**src/rtl/ucm_pkg.sv**
```systemverilog
`timescale 1ns / 1ps
package ucm_pkg;
	localparam int unsigned PctScale = 100;
	localparam int unsigned RateMax = 65535;
	// ceil(2^38 / 1000): floor(x / 1000) = (x * MbpsRecip) >> 38 for any 32-bit x
	localparam logic [28:0] MbpsRecip = 29'd274877907;
	localparam logic [6:0] ThresholdReset = 7'd80;
	localparam logic [19:0] CapacityReset = 20'd100;
	localparam logic [0:0] RegThreshold = 1'b0;
	localparam logic [0:0] RegCapacity = 1'b1;

	typedef struct packed {
		logic        cpu_valid;
		logic [63:0] cpu_busy_count;
		logic [63:0] cpu_total_count;
		logic        disk_valid;
		logic [63:0] disk_busy_ms;
		logic        net_valid;
		logic [63:0] net_byte_count;
		logic [63:0] now_ms;
		logic [19:0] link_speed_mbps;
	} sample_t;

	typedef struct packed {
		logic        report_valid;
		logic [6:0]  cpu_pct;
		logic        cpu_hot;
		logic [6:0]  disk_busy_pct;
		logic        disk_hot;
		logic [15:0] net_rate;
		logic        net_hot;
	} report_t;

	// which division the shared divider runs
	typedef enum logic [1:0] {
		DIV_CPU  = 2'd0,
		DIV_DISK = 2'd1,
		DIV_NET  = 2'd2
	} div_sel_t;

	typedef struct packed {
		logic     load;
		logic     div_start;
		div_sel_t div_sel;
		logic     div_store;
		logic     scale;
		logic     finish;
	} ucm_cmd_t;

	typedef struct packed {
		logic div_done;
	} ucm_sts_t;
endpackage

```
**src/rtl/ucm_div.sv**
```systemverilog
`timescale 1ns / 1ps
// restoring divider, 128-bit dividend by 64-bit divisor, one bit a cycle
module ucm_div (
	input  logic         clk,
	input  logic         arst_n,
	input  logic         start,
	input  logic [127:0] dividend,
	input  logic [63:0]  divisor,
	output logic         done,
	output logic [127:0] quotient
);
	logic [127:0] num_q;
	logic [63:0]  rem_q;
	logic [63:0]  den_q;
	logic [6:0]   cnt_q;
	logic         busy_q;
	logic [64:0]  shifted;
	logic [65:0]  diff;
	logic         take;

	assign shifted = {rem_q, num_q[127]};
	assign diff = {1'b0, shifted} - {2'b00, den_q};
	assign take = rem_q[63] | ~diff[65];

	always_ff @(posedge clk or negedge arst_n) begin
		if (!arst_n) begin
			busy_q <= 1'b0;
			cnt_q <= '0;
			done <= 1'b0;
		end else begin
			done <= 1'b0;
			if (start) begin
				busy_q <= 1'b1;
				cnt_q <= '0;
			end else if (busy_q) begin
				cnt_q <= cnt_q + 7'd1;
				if (cnt_q == 7'd127) begin
					busy_q <= 1'b0;
					done <= 1'b1;
				end
			end
		end
	end

	always_ff @(posedge clk) begin
		if (start) begin
			num_q <= dividend;
			den_q <= divisor;
			rem_q <= '0;
		end else if (busy_q) begin
			num_q <= {num_q[126:0], take};
			rem_q <= take ? diff[63:0] : shifted[63:0];
		end
	end
	assign quotient = num_q;
endmodule

```
**src/rtl/ucm_datapath.sv**
```systemverilog
`timescale 1ns / 1ps
module ucm_datapath (
	input  logic              clk,
	input  logic              arst_n,
	input  ucm_pkg::ucm_cmd_t cmd,
	output ucm_pkg::ucm_sts_t sts,
	input  ucm_pkg::sample_t  sample,
	input  logic [6:0]        threshold,
	input  logic [19:0]       capacity,
	output ucm_pkg::report_t  report
);
	logic        any_primed_q, cpu_primed_q, disk_primed_q, net_primed_q;
	logic [63:0] cpu_busy_base_q, cpu_total_base_q, disk_base_q, net_base_q, last_time_q;
	logic [63:0] d_busy_q, d_total_q, d_disk_q, d_net_q, elapsed_q;
	logic        rep_q, netchk_q;
	logic [19:0] link_q;
	logic [6:0]  cpu_pct_q, disk_pct_q;
	logic [31:0] rate_q;
	logic [22:0] mbps_q;
	logic [27:0] need_q;
	logic [127:0] dividend, quotient;
	logic [63:0]  divisor;
	logic [63:0]  d_busy, d_total, d_disk, d_net;
	logic [6:0]   pct;
	logic [15:0]  mbps_sat;
	logic [60:0]  scaled;

	always_comb begin
		d_busy = (sample.cpu_valid && cpu_primed_q && sample.cpu_busy_count >= cpu_busy_base_q)
			? sample.cpu_busy_count - cpu_busy_base_q : '0;
		d_total = (sample.cpu_valid && cpu_primed_q
			&& sample.cpu_total_count >= cpu_total_base_q)
			? sample.cpu_total_count - cpu_total_base_q : '0;
		d_disk = (sample.disk_valid && disk_primed_q && sample.disk_busy_ms >= disk_base_q)
			? sample.disk_busy_ms - disk_base_q : '0;
		d_net = (sample.net_valid && net_primed_q && sample.net_byte_count >= net_base_q)
			? sample.net_byte_count - net_base_q : '0;
	end

	always_comb begin
		unique case (cmd.div_sel)
			ucm_pkg::DIV_CPU: begin
				dividend = {64'd0, d_busy_q} * 128'(ucm_pkg::PctScale);
				divisor = d_total_q;
			end
			ucm_pkg::DIV_DISK: begin
				dividend = {64'd0, d_disk_q} * 128'(ucm_pkg::PctScale);
				divisor = elapsed_q;
			end
			default: begin
				// bits per period over elapsed ms gives kbit/s
				dividend = {61'd0, d_net_q, 3'b000};
				divisor = elapsed_q;
			end
		endcase
	end

	ucm_div u_div (
		.clk(clk), .arst_n(arst_n), .start(cmd.div_start), .dividend(dividend),
		.divisor(divisor), .done(sts.div_done), .quotient(quotient)
	);

	assign pct = (quotient > 128'(ucm_pkg::PctScale)) ? 7'(ucm_pkg::PctScale) : quotient[6:0];
	// kbit/s to Mbit/s by reciprocal multiply
	assign scaled = {29'd0, rate_q} * {32'd0, ucm_pkg::MbpsRecip};
	assign mbps_sat = (mbps_q > 23'(ucm_pkg::RateMax)) ? 16'(ucm_pkg::RateMax) : mbps_q[15:0];

	always_ff @(posedge clk or negedge arst_n) begin
		if (!arst_n) begin
			any_primed_q <= 1'b0;
			cpu_primed_q <= 1'b0;
			disk_primed_q <= 1'b0;
			net_primed_q <= 1'b0;
			cpu_busy_base_q <= '0;
			cpu_total_base_q <= '0;
			disk_base_q <= '0;
			net_base_q <= '0;
			last_time_q <= '0;
		end else if (cmd.load) begin
			if (sample.cpu_valid) begin
				cpu_busy_base_q <= sample.cpu_busy_count;
				cpu_total_base_q <= sample.cpu_total_count;
			end
			if (sample.disk_valid) disk_base_q <= sample.disk_busy_ms;
			if (sample.net_valid) net_base_q <= sample.net_byte_count;
			cpu_primed_q <= sample.cpu_valid;
			disk_primed_q <= sample.disk_valid;
			net_primed_q <= sample.net_valid;
			last_time_q <= sample.now_ms;
			any_primed_q <= 1'b1;
		end
	end

	always_ff @(posedge clk) begin
		if (cmd.load) begin
			rep_q <= any_primed_q;
			d_busy_q <= d_busy;
			d_total_q <= d_total;
			d_disk_q <= d_disk;
			d_net_q <= d_net;
			elapsed_q <= (sample.now_ms > last_time_q) ? sample.now_ms - last_time_q : 64'd1;
			netchk_q <= sample.net_valid && net_primed_q;
			link_q <= (sample.link_speed_mbps != '0) ? sample.link_speed_mbps : capacity;
		end
		if (cmd.div_store) begin
			unique case (cmd.div_sel)
				ucm_pkg::DIV_CPU: cpu_pct_q <= (d_total_q == '0) ? 7'd0 : pct;
				ucm_pkg::DIV_DISK: disk_pct_q <= pct;
				// at 2^32 kbit/s and above the rate saturates and beats any
				// link threshold, so clamping here changes neither field
				default: rate_q <= (quotient[127:32] != '0) ? 32'hFFFF_FFFF
					: quotient[31:0];
			endcase
		end
		if (cmd.scale) mbps_q <= scaled[60:38];
		need_q <= {8'd0, link_q} * {21'd0, threshold};
	end

	always_ff @(posedge clk) begin
		if (cmd.finish) begin
			report.report_valid <= rep_q;
			report.cpu_pct <= rep_q ? cpu_pct_q : '0;
			report.cpu_hot <= rep_q && d_total_q != '0 && cpu_pct_q >= threshold;
			report.disk_busy_pct <= rep_q ? disk_pct_q : '0;
			report.disk_hot <= rep_q && disk_pct_q >= threshold;
			report.net_rate <= rep_q ? mbps_sat : '0;
			report.net_hot <= rep_q && netchk_q && link_q != '0
				&& {7'd0, mbps_q} * 30'(ucm_pkg::PctScale) >= {2'd0, need_q};
		end
	end
endmodule

```
**src/rtl/ucm_ctrl.sv**
```systemverilog
`timescale 1ns / 1ps
module ucm_ctrl (
	input  logic              clk,
	input  logic              arst_n,
	input  logic              in_valid,
	output logic              in_ready,
	output logic              out_valid,
	input  logic              out_ready,
	output ucm_pkg::ucm_cmd_t cmd,
	input  ucm_pkg::ucm_sts_t sts
);
	typedef enum logic [5:0] {
		ST_IDLE  = 6'b000001,
		ST_KICK  = 6'b000010,
		ST_WAIT  = 6'b000100,
		ST_SCALE = 6'b001000,
		ST_FIN   = 6'b010000,
		ST_OUT   = 6'b100000
	} state_t;

	state_t state_q;
	ucm_pkg::div_sel_t sel_q;

	assign in_ready = (state_q == ST_IDLE);
	assign out_valid = (state_q == ST_OUT);

	always_comb begin
		cmd = '0;
		cmd.div_sel = sel_q;
		cmd.load = in_valid && in_ready;
		cmd.div_start = (state_q == ST_KICK);
		cmd.div_store = (state_q == ST_WAIT) && sts.div_done;
		cmd.scale = (state_q == ST_SCALE);
		cmd.finish = (state_q == ST_FIN);
	end

	always_ff @(posedge clk or negedge arst_n) begin
		if (!arst_n) begin
			state_q <= ST_IDLE;
			sel_q <= ucm_pkg::DIV_CPU;
		end else begin
			unique case (state_q)
				ST_IDLE: if (in_valid) begin
					state_q <= ST_KICK;
					sel_q <= ucm_pkg::DIV_CPU;
				end
				ST_KICK: state_q <= ST_WAIT;
				ST_WAIT: if (sts.div_done) begin
					if (sel_q == ucm_pkg::DIV_NET) state_q <= ST_SCALE;
					else begin
						sel_q <= ucm_pkg::div_sel_t'(sel_q + 2'd1);
						state_q <= ST_KICK;
					end
				end
				ST_SCALE: state_q <= ST_FIN;
				ST_FIN: state_q <= ST_OUT;
				ST_OUT: if (out_ready) state_q <= ST_IDLE;
				default: state_q <= ST_IDLE;
			endcase
		end
	end
endmodule

```
**src/rtl/utilization_congestion_monitor.sv**
```systemverilog
`timescale 1ns / 1ps
// Utilization and congestion monitor. Each accepted item is one sample of absolute
// cpu, disk and network counters; the block keeps baselines and primed flags per source
// and returns one report item per sample: cpu and disk busy percent (capped at 100),
// network rate in Mbit/s (saturated at 65535) and congestion flags against the threshold
// register. The first sample after reset gives an all-zero report. One item is processed
// at a time: three divisions run back to back on one shared 128-bit bit-serial divider,
// a scale step converts the rate to Mbit/s and a finish step registers the report, and
// the next input item is taken only after that report item has been accepted. Registers:
// threshold percent at 0x0, link capacity in Mbit/s (used when a sample reports link
// speed 0) at 0x4; write only while idle.
module utilization_congestion_monitor (
	input  logic             clk,
	input  logic             arst_n,
	input  logic             in_valid,
	output logic             in_ready,
	input  ucm_pkg::sample_t in_data,
	output logic             out_valid,
	input  logic             out_ready,
	output ucm_pkg::report_t out_data,
	input  logic             psel,
	input  logic             penable,
	input  logic             pwrite,
	input  logic [2:2]       paddr,
	input  logic [31:0]      pwdata,
	output logic [31:0]      prdata,
	output logic             pready
);
	ucm_pkg::ucm_cmd_t cmd;
	ucm_pkg::ucm_sts_t sts;
	logic [6:0]  threshold_q;
	logic [19:0] capacity_q;

	// configuration registers
	assign pready = 1'b1;
	always_ff @(posedge clk or negedge arst_n) begin
		if (!arst_n) begin
			threshold_q <= ucm_pkg::ThresholdReset;
			capacity_q <= ucm_pkg::CapacityReset;
		end else if (psel && penable && pwrite) begin
			if (paddr == ucm_pkg::RegThreshold) threshold_q <= pwdata[6:0];
			else capacity_q <= pwdata[19:0];
		end
	end
	assign prdata = (paddr == ucm_pkg::RegThreshold) ? {25'd0, threshold_q} : {12'd0, capacity_q};

	ucm_ctrl u_ctrl (
		.clk(clk), .arst_n(arst_n), .in_valid(in_valid), .in_ready(in_ready),
		.out_valid(out_valid), .out_ready(out_ready), .cmd(cmd), .sts(sts)
	);

	ucm_datapath u_dp (
		.clk(clk), .arst_n(arst_n), .cmd(cmd), .sts(sts), .sample(in_data),
		.threshold(threshold_q), .capacity(capacity_q), .report(out_data)
	);
endmodule

```
**config.mk**
```make
export PLATFORM = sky130hd
export DESIGN_NAME = utilization_congestion_monitor
export DESIGN_NICKNAME = d
export VERILOG_FILES = /design/src/rtl/ucm_pkg.sv /design/src/rtl/ucm_div.sv /design/src/rtl/ucm_datapath.sv /design/src/rtl/ucm_ctrl.sv /design/src/rtl/utilization_congestion_monitor.sv
export SDC_FILE = /design/constraint.sdc
export NUM_CORES = 2
export LEC_CHECK = 0
export ABC_AREA = 0
export BUFFER_PORTS_ARGS = -buffer_cell sky130_fd_sc_hd__buf_2
export CAP_MARGIN = 20
export CELL_PAD_IN_SITES_DETAIL_PLACEMENT = 1
export CELL_PAD_IN_SITES_GLOBAL_PLACEMENT = 1
export CORE_MARGIN = 3
export CORE_UTILIZATION = 40
export CTS_BUF_LIST = sky130_fd_sc_hd__clkbuf_16
export DETAILED_ROUTE_END_ITERATION = 8
export PLACE_DENSITY = 0.74
export SLEW_MARGIN = 0
export SYNTH_ARGS = -nofsm -noshare
export SYNTH_HDL_FRONTEND = slang
export SYNTH_SLANG_ARGS = --single-unit
```
**constraint.sdc**
```tcl
create_clock -name clk -period 31.3 [get_ports clk]
set_clock_uncertainty 0.2 [all_clocks]
set_input_delay 6.26 -clock clk [delete_from_list [all_inputs] [get_ports clk]]
set_output_delay 6.26 -clock clk [all_outputs]
set_load 0.005 [all_outputs]
```
==> flow_summary.ini <==
[outcome]
status = completed

[critical_path]
worstSetupEndpointType = output port
crit_path_start = paddr
reg2reg_depth = 27
crit_path_start_kind = input pin
critical_path_required_ns = 24.84
crit_path_max_fanout = 28
crit_type = in -> out
critPathArrivalTime_ns = 7.20
r2r-start = u_dp.rate_q[23]

[worst_hold_path]
hp-start = u_dp.u_div.rem_q[63]
hold_depth = 2
hp-class = reg -> reg

[route]
dr.pass1.iters = 5
drt_first_iter_violations = 4220
vias_per_cell = 5.432
postRouteAntennaNets = 0
drcViolationCount = 0
finalWirelength_mm = 306.2
vias = 78610
routedWlPerCell_um = 21.16

[clock_tree]
cts_root_buffer = clkbuf_16
ctsHoldBuffers = 0
clkTransAtPathRegs_ns = 0.06
clk_path_buf_depth = 3
ctsResizeCount = 0
cts_tree = done
cts_made_buffers = 140
cts_htree_levels = 4
post_cts_buffers = 0
numClockSinks = 1096
clock_latency_ns = 0.83

[layout]
area_delta_synth_final_pct = 10.05
layout.area.seq_mm2 = 0.03017
nNetsFinal = 13250
instances_no_fill = 14470
drive_gt1_share_pct = 10.30
fillers = 28710
multi_input_area_mm2 = 0.06194

[sta]
max_freq_mhz = 73.21
setup-tns-final_ns = 0
grt_setup_unrepaired = no
finalCritPeriodShare_pct = 43.64
max_slew_margin_pct = 27.57
setup_slack_ns = 17.64
finalHoldViolCount = 0
period_minus_slack_ns = 13.66
tightest_slew_ns = 1.086
setup_viol = 0
slew_violations = 0

[floorplanning]
coreArea_mm2 = 0.2491
initial_core_util_pct = 40.28
die_w_um = 506.8
fp-row-count = 183
fp.dieH_um = 506.8
io_pins = 452
die_area_mm2 = 0.2569

[yosys]
netlist_instances = 10720
muxShareOfSynthArea_pct = 3.997
synth_top_family_by_area = adder cells
yosys_warnings = 0
synth_edf_count = 637
ys_top_cells_by_area = edfxtp_1 19%, ha_1 17%, fa_1 11%
synth_compound_area_share_pct = 14.77
async_flop_share_pct = 33.58
synthAdderAreaFrac_pct = 27.24
netlist_area_mm2 = 0.1003
avgSynthCellArea_um2 = 9.357
synth_top_area_cell = edfxtp_1
synth_ff_type = edfxtp_1
ys_seq_area_share_pct = 30.06
synth_cell_types = 104
synth_top_area_share_pct = 19.06
ys_ff_latch = 1096
synth-simple-area-share_pct = 11.15
synth_xor_area_share_pct = 4.434

[place]
dp_slack_ns = 17.62
dp_cells = 14190
gp_congestion = 0.9434
dp.final_hpwl_mm = 247.8
portBuffers = 426

[global_routing]
gr-total-overflow = 0
grt_usage_pct = 23.58
grt_pass1_vias = 85360
antenna_found_initial = 34
grt_max_degree = 150
grt_pass1_wl_mm = 483.0

[power]
p_leak_nw = 52.75
power_density_mw_per_mm2 = 113.5
power_mw = 12.54
peakVddDrop_mv = 0.08618

[run]
max_cap_viol_count = 0
## layer usage
layer	wire length (µm)	global-route usage [%]	vias to the layer above	part of all wire, %
met5	0	0	-	0
met4	11420	8.392	0	3.7
met3	12380	2.677	419	4.0
li1	-	-	37190	-
met1	133500	30.41	39500	44
met2	148900	40.76	1508	49
## per-stage QoR
step	hold slack [ns]	utilization (%)	instance area [µm²]
final	0.2490	44.32	110400
after global placement	0.2301	42.42	105700
after CTS	0.2548	44.28	110300
after floorplan	0.2160	-	100400
after global routing	0.2940	44.32	110400
after detailed placement	0.2445	42.43	105700
## synthesized netlist by cell type, drive strengths merged (17+ instances only)
library cell     n
a211oi          61
a21boi          21
a21o           354
a21oi          742
a221oi          37
a22oi           27
a31oi          115
and2           165
and3            64
and4            17
buf             84
clkbuf         270
dfrtp          362
dfxtp           91
edfxtp         637
fa             529
ha            1338
inv           1832
mux2           341
mux2i           17
nand2          678
nand2b          90
nand3          123
nand4          140
nor2           690
nor2b           69
nor3           118
nor4            83
o211ai          43
o21a            74
o21ai          514
o21bai         122
o31ai           39
or2             51
or3             27
xnor2          283
xor2           225
## cell families (layout without fill, tap and decap cells)
| family | count (synthesis) | count (layout) |
|---|---|---|
| compound gates | 2345 | 2345 |
| flops | 1096 | 1096 |
| mux | 358 | 358 |
| buf+inv | 2186 | 2573 |
| fa+ha+maj | 1867 | 1867 |
| other cells | 2 | 33 |
| simple gates | 2361 | 2361 |
| xor+xnor | 508 | 508 |
## power by group
part           internal [mW]  switching, mW
Clock                  0.907          0.712
Sequential              2.21          0.368
Combinational           3.16           5.19
Total                   6.27           6.27
## layout make-up
type,instances,area share [%]
multi-input combinational,7452,56.09
clock buffer,140,3.173
inverter,1832,6.241
antenna,20,0.04533
tap,3330,3.773
timing repair buffer,479,2.352
sequential,1096,27.32
clock inverter,122,0.9994
## worst max-delay path, cell delays in order
cell and delay [ns]:
buf_2 0.42, mux2_2 0.39, buf_2 0.12
## path summary, 6_finish.rpt
kind,end,slack [ns]
min in group asynchronous,u_dp.cpu_total_base_q[20],5.15
setup / recovery,prdata[0],17.64
setup reg to reg,u_dp.mbps_q[21],21.60
hold / removal,u_dp.u_div.rem_q[63],0.25
hold reg to reg,u_dp.u_div.rem_q[63],0.25
max in group asynchronous,u_dp.disk_base_q[1],22.95
## sequential cells by signal, indices dropped and copies added, names as in the netlist, 23 cells and up
name / count
u_dp.u_div.rem_q: 64
u_dp.cpu_total_base_q: 64
u_dp.cpu_busy_base_q: 64
u_dp.report: 34
u_dp.net_base_q: 64
u_dp.d_net_q: 64
u_dp.d_busy_q: 64
u_dp.rate_q: 32
u_dp.elapsed_q: 64
u_dp.need_q: 27
u_dp.d_disk_q: 64
u_dp.d_total_q: 64
u_dp.disk_base_q: 64
u_dp.u_div.den_q: 64
u_dp.mbps_q: 23
u_dp.last_time_q: 64
u_dp.u_div.quotient: 128
## cells in the final DEF (no fill, tap or decap), types with 27 or more instances in the layout
cell type,count
o21ai_0,493
nor2b_1,69
xnor2_1,283
edfxtp_1,637
buf_2,426
a21oi_1,740
nand2_1,675
o21bai_1,121
a211oi_1,58
or2_2,49
a221oi_1,34
clkbuf_16,140
ha_1,1336
a21o_1,354
nor2_1,689
dfxtp_1,91
o31ai_1,35
fa_1,529
o21a_1,74
xor2_1,225
nor4_1,82
nor3_1,118
inv_1,1858
and2_1,164
o211ai_1,42
mux2_2,341
dfrtp_1,361
nand3_1,123
and3_1,63
buf_4,48
nand4_1,140
or3_1,27
nand2b_1,90
a31oi_1,115
Power figures use the tool's default switching activity.
